### src/design/frx_pkg.sv
// Shared types, constants and helpers for the frame receiver.
// No dependencies; every other design file imports this package.
`timescale 1ns / 1ps
`default_nettype none

package frx_pkg;

	localparam int unsigned BYTE_W  = 8;
	localparam int unsigned INDEX_W = 9;
	localparam int unsigned SUM_W   = 16;
	localparam int unsigned CFG_IDX_W = 1;

	// header bytes ahead of the payload plus the trailing checksum byte
	localparam logic [INDEX_W-1:0] FRAME_OVERHEAD = 9'd3;

	localparam logic [BYTE_W-1:0] FRAME_ID_RESET    = 8'h00;
	localparam logic [BYTE_W-1:0] MAX_PAYLOAD_RESET = 8'hff;

	localparam logic [CFG_IDX_W-1:0] CFG_FRAME_ID    = 1'b0;
	localparam logic [CFG_IDX_W-1:0] CFG_MAX_PAYLOAD = 1'b1;

	localparam logic OP_BYTE = 1'b0;
	localparam logic OP_TICK = 1'b1;

	typedef enum logic [2:0] {
		ST_INCOMPLETE = 3'd0,
		ST_COMPLETE   = 3'd1,
		ST_CHECKSUM   = 3'd2,
		ST_LENGTH     = 3'd3,
		ST_TIMEOUT    = 3'd4
	} status_t;

	typedef struct packed {
		logic [BYTE_W-1:0] frame_id;
		logic [BYTE_W-1:0] max_payload;
	} frx_cfg_t;

	typedef struct packed {
		status_t            status;
		logic               store_valid;
		logic [BYTE_W-1:0]  store_byte;
		logic [INDEX_W-1:0] store_index;
		logic [BYTE_W-1:0]  frame_length;
	} frx_result_t;

	// Fold a 16-bit sum twice with end-around carry down to one byte.
	function automatic logic [BYTE_W-1:0] fold_sum(input logic [SUM_W-1:0] s);
		logic [BYTE_W:0] t;
		logic [BYTE_W:0] u;
		t = {1'b0, s[SUM_W-1:BYTE_W]} + {1'b0, s[BYTE_W-1:0]};
		u = {{(BYTE_W){1'b0}}, t[BYTE_W]} + {1'b0, t[BYTE_W-1:0]};
		return u[BYTE_W-1:0];
	endfunction

endpackage

`default_nettype wire

### src/design/frx_in_if.sv
// Input channel of the frame receiver: valid/ready plus one received item.
// Depends on frx_pkg for field widths.
`timescale 1ns / 1ps
`default_nettype none

interface frx_in_if import frx_pkg::*; ();
	logic              valid;
	logic              ready;
	logic              operation;
	logic [BYTE_W-1:0] rx_byte;

	modport source (output valid, output operation, output rx_byte, input ready);
	modport sink   (input valid, input operation, input rx_byte, output ready);
endinterface

`default_nettype wire

### src/design/frx_out_if.sv
// Output channel of the frame receiver: valid/ready plus one status item.
// Depends on frx_pkg for field widths.
`timescale 1ns / 1ps
`default_nettype none

interface frx_out_if import frx_pkg::*; ();
	logic               valid;
	logic               ready;
	logic [2:0]         status;
	logic               store_valid;
	logic [BYTE_W-1:0]  store_byte;
	logic [INDEX_W-1:0] store_index;
	logic [BYTE_W-1:0]  frame_length;

	modport source (output valid, output status, output store_valid, output store_byte,
		output store_index, output frame_length, input ready);
	modport sink   (input valid, input status, input store_valid, input store_byte,
		input store_index, input frame_length, output ready);
endinterface

`default_nettype wire

### src/design/frame_receiver_with_timeout.sv
// Length-prefixed frame receiver with folded-sum checksum and two-tick timeout.
// Depends on frx_pkg, frx_in_if, frx_out_if, frx_cfg_regs and frx_step.
`timescale 1ns / 1ps
`default_nettype none

// Usage: every transfer on item_in is either one received byte or one timer
// tick, and gives exactly one transfer on result_out, in order. Frames are
// id, length, payload, checksum; each byte that belongs to a frame buffer is
// reported with its buffer position instead of being stored. The block takes
// one item per cycle while result_out is not stalled; a result passes through
// one input register and one result register. The per-item parse state (byte
// count, running sum, flags) updates in the cycle that loads the item's result,
// which sets the one-item-per-cycle rate. Both channels stall freely: a full
// result register not taken holds the input register, which drops ready if full.
// Write cfg_index/cfg_data with cfg_wr_en only while no item is in flight.
module frame_receiver_with_timeout import frx_pkg::*; (
	input  wire logic                 clk,
	input  wire logic                 arst_n,
	input  wire logic                 cfg_wr_en,
	input  wire logic [CFG_IDX_W-1:0] cfg_index,
	input  wire logic [BYTE_W-1:0]    cfg_data,
	frx_in_if.sink                    item_in,
	frx_out_if.source                 result_out
);

	frx_cfg_t    cfg;
	frx_result_t step_result;
	frx_result_t result_s2;

	logic              valid_s1;
	logic              op_s1;
	logic [BYTE_W-1:0] byte_s1;
	logic              valid_s2;

	logic adv_s2;  // result register may load
	logic adv_s1;  // item in the input register is processed this cycle

	// result register frees up when empty or being taken
	assign adv_s2 = !valid_s2 || result_out.ready;
	assign adv_s1 = valid_s1 && adv_s2;
	assign item_in.ready = !valid_s1 || adv_s2;

	frx_cfg_regs u_cfg (
		.clk       (clk),
		.arst_n    (arst_n),
		.cfg_wr_en (cfg_wr_en),
		.cfg_index (cfg_index),
		.cfg_data  (cfg_data),
		.cfg       (cfg)
	);

	frx_step u_step (
		.clk       (clk),
		.arst_n    (arst_n),
		.step_en   (adv_s1),
		.operation (op_s1),
		.rx_byte   (byte_s1),
		.cfg       (cfg),
		.result    (step_result)
	);

	// Input register: load on every input transfer.
	always_ff @(posedge clk or negedge arst_n) begin
		if (!arst_n) begin
			valid_s1 <= 1'b0;
		end else if (item_in.ready) begin
			valid_s1 <= item_in.valid;
		end
	end

	always_ff @(posedge clk) begin
		if (item_in.valid && item_in.ready) begin
			op_s1   <= item_in.operation;
			byte_s1 <= item_in.rx_byte;
		end
	end

	// Result register: hold while the sink stalls, advance otherwise.
	always_ff @(posedge clk or negedge arst_n) begin
		if (!arst_n) begin
			valid_s2 <= 1'b0;
		end else if (adv_s2) begin
			valid_s2 <= valid_s1;
		end
	end

	always_ff @(posedge clk) begin
		if (adv_s1) begin
			result_s2 <= step_result;
		end
	end

	assign result_out.valid        = valid_s2;
	assign result_out.status       = result_s2.status;
	assign result_out.store_valid  = result_s2.store_valid;
	assign result_out.store_byte   = result_s2.store_byte;
	assign result_out.store_index  = result_s2.store_index;
	assign result_out.frame_length = result_s2.frame_length;

endmodule

`default_nettype wire

### src/design/frx_cfg_regs.sv
// Configuration registers of the frame receiver (frame id, payload limit).
// Depends on frx_pkg.
`timescale 1ns / 1ps
`default_nettype none

module frx_cfg_regs import frx_pkg::*; (
	input  wire logic                 clk,
	input  wire logic                 arst_n,
	input  wire logic                 cfg_wr_en,
	input  wire logic [CFG_IDX_W-1:0] cfg_index,
	input  wire logic [BYTE_W-1:0]    cfg_data,
	output frx_cfg_t                  cfg
);

	frx_cfg_t cfg_q;

	always_ff @(posedge clk or negedge arst_n) begin
		if (!arst_n) begin
			cfg_q.frame_id    <= FRAME_ID_RESET;
			cfg_q.max_payload <= MAX_PAYLOAD_RESET;
		end else if (cfg_wr_en) begin
			case (cfg_index)
				CFG_FRAME_ID:    cfg_q.frame_id    <= cfg_data;
				CFG_MAX_PAYLOAD: cfg_q.max_payload <= cfg_data;
				default:         cfg_q <= cfg_q;
			endcase
		end
	end

	assign cfg = cfg_q;

endmodule

`default_nettype wire

### src/design/frx_step.sv
// Frame parser state and the per-item step logic that produces one result.
// Depends on frx_pkg.
`timescale 1ns / 1ps
`default_nettype none

module frx_step import frx_pkg::*; (
	input  wire logic              clk,
	input  wire logic              arst_n,
	input  wire logic              step_en,
	input  wire logic              operation,
	input  wire logic [BYTE_W-1:0] rx_byte,
	input  wire frx_cfg_t          cfg,
	output frx_result_t            result
);

	logic [INDEX_W-1:0] byte_count_q, byte_count_d;
	logic               frame_ok_q, frame_ok_d;
	logic [BYTE_W-1:0]  payload_len_q, payload_len_d;
	logic               tick_seen_q, tick_seen_d;
	logic [SUM_W-1:0]   running_sum_q, running_sum_d;

	logic [INDEX_W-1:0] count_inc;
	logic               frame_end;
	logic [SUM_W-1:0]   sum_add;

	assign count_inc = byte_count_q + 9'd1;
	assign frame_end = (count_inc == ({1'b0, payload_len_q} + FRAME_OVERHEAD));
	assign sum_add   = running_sum_q + {{(SUM_W-BYTE_W){1'b0}}, rx_byte};

	always_comb begin
		byte_count_d       = byte_count_q;
		frame_ok_d         = frame_ok_q;
		payload_len_d      = payload_len_q;
		tick_seen_d        = tick_seen_q;
		running_sum_d      = running_sum_q;
		result.status      = ST_INCOMPLETE;
		result.store_valid = 1'b0;
		result.store_byte  = '0;
		result.store_index = '0;

		if (operation == OP_TICK) begin
			if (byte_count_q != '0) begin
				if (!tick_seen_q) begin
					tick_seen_d = 1'b1;
				end else begin
					byte_count_d  = '0;
					result.status = ST_TIMEOUT;
				end
			end
		end else begin
			tick_seen_d = 1'b0;
			if (byte_count_q == 9'd0) begin
				result.store_valid = 1'b1;
				result.store_byte  = rx_byte;
				byte_count_d       = 9'd1;
				running_sum_d      = {{(SUM_W-BYTE_W){1'b0}}, rx_byte};
				frame_ok_d         = (rx_byte == cfg.frame_id);
				if (rx_byte != cfg.frame_id)
					result.status = ST_CHECKSUM;
			end else if (byte_count_q == 9'd1) begin
				result.store_valid = 1'b1;
				result.store_byte  = rx_byte;
				result.store_index = 9'd1;
				byte_count_d       = 9'd2;
				running_sum_d      = sum_add;
				if (frame_ok_q) begin
					payload_len_d = rx_byte;
					if (rx_byte > cfg.max_payload) begin
						frame_ok_d    = 1'b0;
						result.status = ST_LENGTH;
					end
				end
			end else if (frame_ok_q) begin
				result.store_valid = 1'b1;
				result.store_byte  = rx_byte;
				result.store_index = byte_count_q;
				if (frame_end) begin
					byte_count_d  = '0;
					result.status = (fold_sum(running_sum_q) == rx_byte) ?
						ST_COMPLETE : ST_CHECKSUM;
				end else begin
					byte_count_d  = count_inc;
					running_sum_d = sum_add;
				end
			end else begin
				// skip the rest of a rejected frame by count
				byte_count_d = frame_end ? '0 : count_inc;
			end
		end

		result.frame_length = payload_len_d;
	end

	always_ff @(posedge clk or negedge arst_n) begin
		if (!arst_n) begin
			byte_count_q  <= '0;
			frame_ok_q    <= 1'b0;
			payload_len_q <= '0;
			tick_seen_q   <= 1'b0;
			running_sum_q <= '0;
		end else if (step_en) begin
			byte_count_q  <= byte_count_d;
			frame_ok_q    <= frame_ok_d;
			payload_len_q <= payload_len_d;
			tick_seen_q   <= tick_seen_d;
			running_sum_q <= running_sum_d;
		end
	end

endmodule

`default_nettype wire

### src/flat_wrapper.sv
// flat-port wrapper written by rule: the top's interface ports become plain ports
module frame_receiver_with_timeout_flat import frx_pkg::*;
  (clk, arst_n, cfg_wr_en, cfg_index, cfg_data, item_in_valid, item_in_operation, item_in_rx_byte, item_in_ready, result_out_valid, result_out_status, result_out_store_valid, result_out_store_byte, result_out_store_index, result_out_frame_length, result_out_ready);
  frx_in_if item_in_i ();
  frx_out_if result_out_i ();
  input  wire logic clk;
  input  wire logic arst_n;
  input  wire logic cfg_wr_en;
  input  wire logic [CFG_IDX_W-1:0] cfg_index;
  input  wire logic [BYTE_W-1:0] cfg_data;
  input wire logic [$bits(item_in_i.valid)-1:0] item_in_valid;
  input wire logic [$bits(item_in_i.operation)-1:0] item_in_operation;
  input wire logic [$bits(item_in_i.rx_byte)-1:0] item_in_rx_byte;
  output wire logic [$bits(item_in_i.ready)-1:0] item_in_ready;
  output wire logic [$bits(result_out_i.valid)-1:0] result_out_valid;
  output wire logic [$bits(result_out_i.status)-1:0] result_out_status;
  output wire logic [$bits(result_out_i.store_valid)-1:0] result_out_store_valid;
  output wire logic [$bits(result_out_i.store_byte)-1:0] result_out_store_byte;
  output wire logic [$bits(result_out_i.store_index)-1:0] result_out_store_index;
  output wire logic [$bits(result_out_i.frame_length)-1:0] result_out_frame_length;
  input wire logic [$bits(result_out_i.ready)-1:0] result_out_ready;
  assign item_in_i.valid = item_in_valid;
  assign item_in_i.operation = item_in_operation;
  assign item_in_i.rx_byte = item_in_rx_byte;
  assign item_in_ready = item_in_i.ready;
  assign result_out_valid = result_out_i.valid;
  assign result_out_status = result_out_i.status;
  assign result_out_store_valid = result_out_i.store_valid;
  assign result_out_store_byte = result_out_i.store_byte;
  assign result_out_store_index = result_out_i.store_index;
  assign result_out_frame_length = result_out_i.frame_length;
  assign result_out_i.ready = result_out_ready;
  frame_receiver_with_timeout u_core (.clk(clk), .arst_n(arst_n), .cfg_wr_en(cfg_wr_en), .cfg_index(cfg_index), .cfg_data(cfg_data), .item_in(item_in_i), .result_out(result_out_i));
endmodule
### config.mk
export PLATFORM = sky130hd
export DESIGN_NAME = frame_receiver_with_timeout_flat
export DESIGN_NICKNAME = d
export VERILOG_FILES = /design/src/design/frx_pkg.sv /design/src/design/frx_in_if.sv /design/src/design/frx_out_if.sv /design/src/design/frame_receiver_with_timeout.sv /design/src/design/frx_cfg_regs.sv /design/src/design/frx_step.sv /design/src/flat_wrapper.sv
export SDC_FILE = /design/constraint.sdc
export NUM_CORES = 1
export LEC_CHECK = 0
export BUFFER_PORTS_ARGS = -buffer_cell sky130_fd_sc_hd__buf_2
export CAP_MARGIN = 25
export CORE_MARGIN = 1
export CORE_UTILIZATION = 60
export DETAILED_ROUTE_END_ITERATION = 7
export HOLD_SLACK_MARGIN = 0.05
export PLACE_DENSITY = 0.83
export SETUP_SLACK_MARGIN = 0.4
export SYNTH_ARGS = -nofsm -noshare
export SYNTH_HDL_FRONTEND = slang
export SYNTH_SLANG_ARGS = --single-unit
### constraint.sdc
create_clock -name clk -period 4.9 [get_ports clk]
set_input_delay 0.245 -clock clk [delete_from_list [all_inputs] [get_ports clk]]
set_output_delay 0.245 -clock clk [all_outputs]
set_load 0.02 [all_outputs]
; Yosys cells after proc, flatten, opt, wreduce, memory -nomap -nowiden
; Cells that the tools add are included.
[word_totals]
regBits = 91
inputBits = 23
wordCells = 83
out_inout_bits = 31
[classes]
mux = 31
n_addsub = 5
reduce_logical = 18
eq_ne = 8
bitwise_logic = 3
order_cmp = 1
[op_table]
columns = operator, count
row1 = $mux 16, 4
row2 = $mux 9, 6
row3 = $mux 8, 4
row4 = $mux 21, 1
row5 = $mux 20, 1
row6 = $add 16x8->16, 1
row7 = $eq 8x8->1, 2
row8 = $mux 12, 1
row9 = $mux 2, 5
row10 = $add 8x2->9 const B, 1
row11 = $add 8x8->9, 1
row12 = $add 9x1->9 const B, 1
row13 = $eq 9x1->1 const B, 1
row14 = $eq 9x9->1, 1
row15 = $logic_not 9->1, 1
row16 = $mux 3, 3
row17 = $reduce_bool 9->1, 1
row18 = $add 1x8->8, 1
row19 = $gt 8x8->1, 1
row20 = $ne 8x8->1, 1
row21 = $mux 1, 6
row22 = $reduce_and 2->1, 3
row23 = $reduce_and 3->1, 2
row24 = $ne 2x2->1 const B, 2
row25 = other kinds (10), 15

; Depth between registers and ports, before layout
[depth]
word_depth = 9
mapped_depth = 15
mapped_depth_nobuf = 15

; Modules after synthesis
; Synthesis repeated with hierarchy kept, for this count alone.
[unflattened]
cells_unflattened = 523
area_unflattened_um2 = 5437.7
[by_module_without_submodules]
columns = mod, seq_area_each_um2, instances, cells_each, area_per_inst_um2
row1 = frx_step, 875.8, 1, 442, 3540.9
row2 = frame_receiver_with_timeout, 1191.1, 1, 46, 1244.9
row3 = frx_cfg_regs, 410.4, 1, 35, 651.9

; Worst setup path after synthesis
; No wires, ideal clock.
[synth_path]
path_kind = flip-flop to flip-flop
start = register u_core.u_step.running_sum_q[8]
end = register u_core.result_s2 (netlist bit u_core.result_out.status[1]), data pin
required_ps = 4644
path_stages_with_launch = 16
path_slack_ps = 1738
period_less_slack_ps = 3162
t_arrival_ps = 2906
path_cell_list = dfrtp_1 -> ha_1 -> inv_1 -> fa_1 -> nor2b_1 -> o211a_1 -> o31a_1 -> o21ai_0 -> nand2b_1 -> ha_1 -> and3_1 -> and4_1 -> o21a_1 -> o31ai_1 -> o2111ai_1 -> a41o_1
[synth_between]
elab_chain_cells = 9
[synth_rtl]
columns = item, line_no
row1 = from (decl), frx_step.sv:20  ; logic [SUM_W-1:0] running_sum_q, running_sum_d;
row2 = from (signal assigned), frx_step.sv:106  ; running_sum_q <= running_sum_d;
row3 = $add 8x8->9, frx_pkg.sv:50  ; t = {1'b0, s[SUM_W-1:BYTE_W]} + {1'b0, s[BYTE_W-1:0]};
row4 = $add 1x8->8, frx_pkg.sv:51  ; u = {{(BYTE_W){1'b0}}, t[BYTE_W]} + {1'b0, t[BYTE_W-1:0]};
row5 = $eq 8x8->1, frx_step.sv:79  ; result.status = (fold_sum(running_sum_q) == rx_byte) ?
row6 = $mux 2, frx_step.sv:79
row7 = $mux 2, frx_step.sv:77  ; if (frame_end) begin
row8 = $mux 20, frx_step.sv:73  ; end else if (frame_ok_q) begin
row9 = $mux 21, frx_step.sv:60  ; end else if (byte_count_q == 9'd1) begin
row10 = $mux 12, frx_step.sv:52  ; if (byte_count_q == 9'd0) begin
row11 = $mux 3, frx_step.sv:41  ; if (operation == OP_TICK) begin
row12 = to (signal assigned), frame_receiver_with_timeout.sv:89  ; result_s2 <= step_result;
row13 = to (decl), frame_receiver_with_timeout.sv:28  ; frx_result_t result_s2;
; No other way between the ends.
; A chain may end at the register's enable or synchronous reset.

; Worst setup path after layout
; Ends and elaborated chain as after synthesis.

==> report_table.html <==
<table>
<tr><th>Metric</th><th>Value</th></tr>
<tr><th colspan="2">STA</th></tr>
<tr><td>FMAX</td><td>278.5 MHz</td></tr>
<tr><td>Clock Skew</td><td>17.02 ps</td></tr>
<tr><td>Final-report hold violation count</td><td>0</td></tr>
<tr><td>Actual transition at the worst max-transition pin</td><td>984.4 ps</td></tr>
<tr><td>Slew Viols, Final</td><td>0</td></tr>
<tr><td>Ratio of final minimum period to clock period</td><td>0.7329</td></tr>
<tr><td>Aggregate negative setup slack</td><td>0 ps</td></tr>
<tr><td>Fin crit period</td><td>3591 ps</td></tr>
<tr><td>Relative slew margins</td><td>0.3436</td></tr>
<tr><td>Setup repair after global routing missed its margin</td><td>false</td></tr>
<tr><td>Setup violators final</td><td>0</td></tr>
<tr><th colspan="2">Final layout</th></tr>
<tr><td>Most frequent standard cell in the layout excluding fill and tap cells</td><td>sky130_fd_sc_hd__buf_2</td></tr>
<tr><td>Net count reported at finish</td><td>622</td></tr>
<tr><td>Top library cells by usage in the layout, fill and taps aside</td><td>53 x sky130_fd_sc_hd__buf_2, 45 x sky130_fd_sc_hd__dfrtp_1, 38 x sky130_fd_sc_hd__nand2_1, 38 x sky130_fd_sc_hd__edfxtp_1</td></tr>
<tr><td>Share of post-route cells with drive strength above 1</td><td>0.2063</td></tr>
<tr><td>Final cell count without fillers</td><td>680</td></tr>
<tr><td>Layout-stage area growth over the synthesis result</td><td>11.45%</td></tr>
<tr><td>Number of diodes added for antenna fixing</td><td>0</td></tr>
<tr><td>Cell area after layout</td><td>6087 sq um</td></tr>
<tr><th colspan="2">Drt</th></tr>
<tr><td>Post-DRT Antenna Nets</td><td>0</td></tr>
<tr><td>Vias after detailed routing</td><td>4138</td></tr>
<tr><td>First-pass DRT Iterations</td><td>6</td></tr>
<tr><td>Average wire per standard cell</td><td>18.04 microns</td></tr>
<tr><td>Routed wire length</td><td>12.27 mm</td></tr>
<tr><td>First-iteration detailed-routing DRC count</td><td>448</td></tr>
<tr><td>Total DRC errors in the routed layout</td><td>0</td></tr>
<tr><td>Via/cell ratio</td><td>6.085</td></tr>
<tr><th colspan="2">Critical path</th></tr>
<tr><td>Crit path cell chain</td><td>ha_1 &gt; inv_1 &gt; fa_1 &gt; nor2b_1 &gt; o211a_1 &gt; o31a_1 &gt; o21ai_0 &gt; nand2b_1 &gt; ha_1 &gt; and3_1 &gt; and4_1 &gt; a211oi_1 &gt; o31ai_1 &gt; o2111ai_1 &gt; a41o_1</td></tr>
<tr><td>Capturing point of the worst reg2reg path</td><td>u_core.result_out.status[1]$_SDFFCE_PP0P_</td></tr>
<tr><td>Cell type group with the largest total delay on the critical path</td><td>compound AO/OA/AOI/OAI gates</td></tr>
<tr><td>Endpoint type of the worst setup path</td><td>flop</td></tr>
<tr><td>Critical Path Start Type</td><td>flop</td></tr>
<tr><td>Depth of the worst register-to-register path</td><td>15</td></tr>
<tr><td>Biggest fanout along the worst timing path</td><td>7</td></tr>
<tr><td>Critical path required time</td><td>5040 ps</td></tr>
<tr><td>Slowest cell on crit path</td><td>sky130_fd_sc_hd__dfrtp_1</td></tr>
<tr><td>Largest stage delay, worst path</td><td>450 ps</td></tr>
<tr><td>R2r startpoint</td><td>u_core.u_step.running_sum_q[8]$_DFFE_PN0P_</td></tr>
<tr><td>Most prevalent standard cell on the critical path</td><td>sky130_fd_sc_hd__ha_1</td></tr>
<tr><td>Arrival time at the worst endpoint</td><td>3730 ps</td></tr>
<tr><td>Start-to-end type of the worst setup path</td><td>reg -&gt; reg</td></tr>
<tr><td>Buffers &amp; Inverters on Critical Path</td><td>1</td></tr>
<tr><td>Register-to-register setup slack</td><td>1310 ps</td></tr>
<tr><th colspan="2">Global route</th></tr>
<tr><td>Grt met1 use</td><td>0.3589</td></tr>
<tr><td>GRT met2 Usage</td><td>0.4271</td></tr>
<tr><td>GR peak layer</td><td>met2</td></tr>
<tr><td>GRT Resource Usage Total</td><td>0.2673</td></tr>
<tr><td>Wire length of the first global-routing pass</td><td>19.95 mm</td></tr>
<tr><td>Pin count of the biggest net entering global routing</td><td>54</td></tr>
<tr><td>Number of global-route vias before repair</td><td>3952</td></tr>
<tr><td>Sum of overflow across all layers after global routing</td><td>0</td></tr>
<tr><td>Number of antenna violations at the first check in global routing</td><td>0</td></tr>
<tr><td>Met3 demand-to-capacity share in global routing</td><td>0.05612</td></tr>
<tr><th colspan="2">Placed design</th></tr>
<tr><td>Placement-stage cell area</td><td>5803 sq um</td></tr>
<tr><td>Final weighted congestion in routability-driven placement</td><td>0.9048</td></tr>
<tr><td>Port Buffers</td><td>53</td></tr>
<tr><td>HPWL Detailed</td><td>8.598 mm</td></tr>
<tr><td>Number of cells in the design after placement</td><td>659</td></tr>
<tr><th colspan="2">Pwr</th></tr>
<tr><td>Power density cells</td><td>447.4 nW/um^2</td></tr>
<tr><td>NetSw</td><td>1.059 mW</td></tr>
<tr><td>IR Drop Worst-Case VDD</td><td>0.2737 mV</td></tr>
<tr><td>Share of power burned in the clock network</td><td>0.216</td></tr>
<tr><td>Share of total power consumed by net switching</td><td>0.3889</td></tr>
<tr><td>Seq pwr share</td><td>0.381</td></tr>
<tr><td>Power Internal</td><td>1.664 mW</td></tr>
<tr><td>Total leakage power</td><td>2.688 nW</td></tr>
<tr><td>Combinational power share</td><td>0.403</td></tr>
<tr><td>Power Total</td><td>2.723 mW</td></tr>
<tr><th colspan="2">Synthesis</th></tr>
<tr><td>Sequential cell area fraction in the yosys report</td><td>0.4536</td></tr>
<tr><td>Synthesized area per cell</td><td>10.65 sq um</td></tr>
<tr><td>Fraction of the mapped netlist area in compound gates</td><td>0.1395</td></tr>
<tr><td>Cell type with the highest aggregate area in the netlist</td><td>sky130_fd_sc_hd__edfxtp_1</td></tr>
<tr><td>Area of the mapped netlist</td><td>5461 sq um</td></tr>
<tr><td>Primary flip-flop cell chosen by synthesis mapping</td><td>sky130_fd_sc_hd__dfrtp_1</td></tr>
<tr><td>Number of flops mapped to enable cells by yosys</td><td>38</td></tr>
<tr><td>Post-synthesis share of cell area spent on xor and xnor gates</td><td>0.08247</td></tr>
<tr><td>Async set-reset flop share out of synthesis</td><td>0.5824</td></tr>
<tr><td>Number of flip-flops and latches in the synthesized netlist</td><td>91</td></tr>
<tr><td>Main combinational cell family by area after synthesis</td><td>simple AND/OR/NAND/NOR gates</td></tr>
<tr><td>Cell count after synthesis</td><td>513</td></tr>
<tr><td>Post-Synthesis Net Count</td><td>568</td></tr>
<tr><td>Yosys warning total</td><td>0</td></tr>
<tr><td>Post-synthesis mux area share</td><td>0.06300</td></tr>
<tr><td>Library cells used by synthesis</td><td>64</td></tr>
<tr><td>Adder-Cell Fraction of Synth Area</td><td>0.07606</td></tr>
<tr><td>Simple-gate share of the synthesized area</td><td>0.1505</td></tr>
<tr><td>Biggest area contributors in the synthesized netlist</td><td>sky130_fd_sc_hd__edfxtp_1 21%, sky130_fd_sc_hd__dfrtp_1 21%, sky130_fd_sc_hd__ha_1 6.9%, sky130_fd_sc_hd__mux2_2 5.6%, sky130_fd_sc_hd__dfstp_2 3.8%</td></tr>
<tr><td>Share of the synthesized area in the top cell type</td><td>0.2089</td></tr>
<tr><th colspan="2">Die</th></tr>
<tr><td>Initial core utilization</td><td>0.6232</td></tr>
<tr><td>Placeable core area</td><td>8763 sq um</td></tr>
<tr><td>IO Count</td><td>54</td></tr>
<tr><td>Die height</td><td>97.41 microns</td></tr>
<tr><td>Die boundary width</td><td>97.41 microns</td></tr>
<tr><td>Std cell rows</td><td>34</td></tr>
<tr><td>DIE AREA</td><td>9488 sq um</td></tr>
<tr><th colspan="2">Clock network</th></tr>
<tr><td>Number of gates resized after CTS</td><td>0</td></tr>
<tr><td>Total clock buffers created by CTS</td><td>9</td></tr>
<tr><td>Clock tree root driver cell</td><td>sky130_fd_sc_hd__clkbuf_8</td></tr>
<tr><td>Clock tree buffer depth</td><td>2</td></tr>
<tr><td>Skew-Pair Late Insertion Delay</td><td>380 ps</td></tr>
<tr><td>Clock Sink Count</td><td>91</td></tr>
<tr><td>Cts hold-fix bufs</td><td>3</td></tr>
<tr><td>CTS tree</td><td>done</td></tr>
<tr><td>Maximum level of the CTS H-tree</td><td>3</td></tr>
<tr><td>Clock input transition at the sequential cells of the worst setup and hold paths</td><td>90 ps</td></tr>
<tr><td>Number of setup buffers added after CTS</td><td>0</td></tr>
<tr><th colspan="2">Hold path</th></tr>
<tr><td>Critical hold path startpoint</td><td>item_in_rx_byte[6]</td></tr>
<tr><td>Worst Hold Endpoint</td><td>u_core.byte_s1[6]$_DFFE_PP_</td></tr>
<tr><td>Worst hold path type</td><td>in -&gt; reg</td></tr>
<tr><td>Hold path depth</td><td>1</td></tr>
<tr><th colspan="2">Status</th></tr>
<tr><td>Run status</td><td>finished clean</td></tr>
<tr><th colspan="2">Job</th></tr>
<tr><td>Number of max-capacitance violations reported</td><td>0</td></tr>
</table>
-- registers in the layout (all words and copies together), names as in the netlist --
name and cells:
u_core.u_cfg.cfg 16, u_core.u_step.tick_seen_q 1, u_core.u_step.byte_count_q 9, u_core.u_step.frame_ok_q 1, u_core.result_out.status 3, u_core.u_step.payload_len_q 8
u_core.result_out.store_index 9, u_core.byte_s1 8, u_core.u_step.running_sum_q 16, u_core.result_out.valid 1, u_core.result_out.store_byte 8, u_core.op_s1 1
u_core.valid_s1 1, u_core.result_out.store_valid 1, u_core.result_out.frame_length 8
-- worst max-delay path by stage --
stage / to / startpoint / slack (ps) / cells after the start
floorplan: u_core.result_out.status[1]$_SDFFCE_PP0P_ / u_core.u_step.running_sum_q[8]$_DFFE_PN0P_ / 1740 / 15
global placement: u_core.result_out.status[1]$_SDFFCE_PP0P_ / u_core.u_step.running_sum_q[8]$_DFFE_PN0P_ / 1580 / 15
finish: u_core.result_out.status[1]$_SDFFCE_PP0P_ / u_core.u_step.running_sum_q[8]$_DFFE_PN0P_ / 1310 / 15
CTS: u_core.result_out.status[0]$_SDFFCE_PP0P_ / u_core.u_step.running_sum_q[8]$_DFFE_PN0P_ / 1330 / 15
detailed placement: u_core.result_out.status[0]$_SDFFCE_PP0P_ / u_core.u_step.running_sum_q[8]$_DFFE_PN0P_ / 1330 / 15
global route: u_core.result_out.status[0]$_SDFFCE_PP0P_ / u_core.u_step.running_sum_q[8]$_DFFE_PN0P_ / 1140 / 15
-- final cells by class --
class | instances | area, sq um
multi-input combinational | 374 | 2794
fill | 642 | 2676
sequential | 91 | 2477
timing repair buffer | 60 | 330.3
tap | 108 | 135.1
clock buffer | 9 | 123.9
inverter | 31 | 116.4
clock inverter | 7 | 110.1
-- worst reg2reg max path, cell delays in order, from the launching register on --
cell                        delay (ps)
sky130_fd_sc_hd__dfrtp_1           450
sky130_fd_sc_hd__ha_1              230
sky130_fd_sc_hd__inv_1              60
sky130_fd_sc_hd__fa_1              400
sky130_fd_sc_hd__nor2b_1           220
sky130_fd_sc_hd__o211a_1           210
sky130_fd_sc_hd__o31a_1            150
sky130_fd_sc_hd__o21ai_0            90
sky130_fd_sc_hd__nand2b_1           80
sky130_fd_sc_hd__ha_1              170
sky130_fd_sc_hd__and3_1            220
sky130_fd_sc_hd__and4_1            260
sky130_fd_sc_hd__a211oi_1          110
sky130_fd_sc_hd__o31ai_1           260
sky130_fd_sc_hd__o2111ai_1         200
sky130_fd_sc_hd__a41o_1            250
-- Yosys cell counts (6+ instances only) --
master and number:
sky130_fd_sc_hd__dfrtp_1 45, sky130_fd_sc_hd__edfxtp_1 38, sky130_fd_sc_hd__nand2_1 38, sky130_fd_sc_hd__inv_1 31
sky130_fd_sc_hd__o21ai_0 31, sky130_fd_sc_hd__ha_1 30, sky130_fd_sc_hd__a21oi_1 29, sky130_fd_sc_hd__mux2_2 27
sky130_fd_sc_hd__nor2_1 26, sky130_fd_sc_hd__xnor2_1 23, sky130_fd_sc_hd__xor2_1 18, sky130_fd_sc_hd__and2_1 17
sky130_fd_sc_hd__a21o_1 9, sky130_fd_sc_hd__a31oi_1 9, sky130_fd_sc_hd__nand2b_1 9, sky130_fd_sc_hd__buf_2 8
sky130_fd_sc_hd__dfstp_2 8, sky130_fd_sc_hd__nand3_1 8, sky130_fd_sc_hd__and3_1 7, sky130_fd_sc_hd__clkbuf_1 7
sky130_fd_sc_hd__nor2b_1 7, sky130_fd_sc_hd__nor3_1 6, sky130_fd_sc_hd__o21a_1 6
-- routing by layer --
metal  wire length, microns  up-vias
met3                    672       34
met4                    377        0
li1                       -     1961
met5                      0        -
met2                   5819      155
met1                   5398     1988
-- per-stage QoR --
stage                     worst slack [ps]    util  hold slack [ps]
final                                 1309  0.6946            48.92
after global routing                  1135  0.6946            50.29
after CTS                             1327  0.6923            51.89
after detailed placement              1333  0.6622            417.5
after global placement                1582  0.6622            409.5
after floorplan                       1738       -           -50.59
-- cell families after synthesis --
logic type	count (synthesis)
simple gates	148
buf+inv	48
xor+xnor	45
compound gates	118
flops	91
mux	31
fa+ha+maj	32
-- power groups by stage --
stage               Sequential [mW]  Clock [mW]  Combinational [mW]
floorplan                      1.04           0               0.837
global placement               1.04           0                1.03
detailed placement             1.05           0                1.07
CTS                            1.03       0.589                1.08
global route                   1.05       0.618                1.22
finish                         1.04       0.588                1.10
No activity file was read; power rests on OpenSTA's default activity.
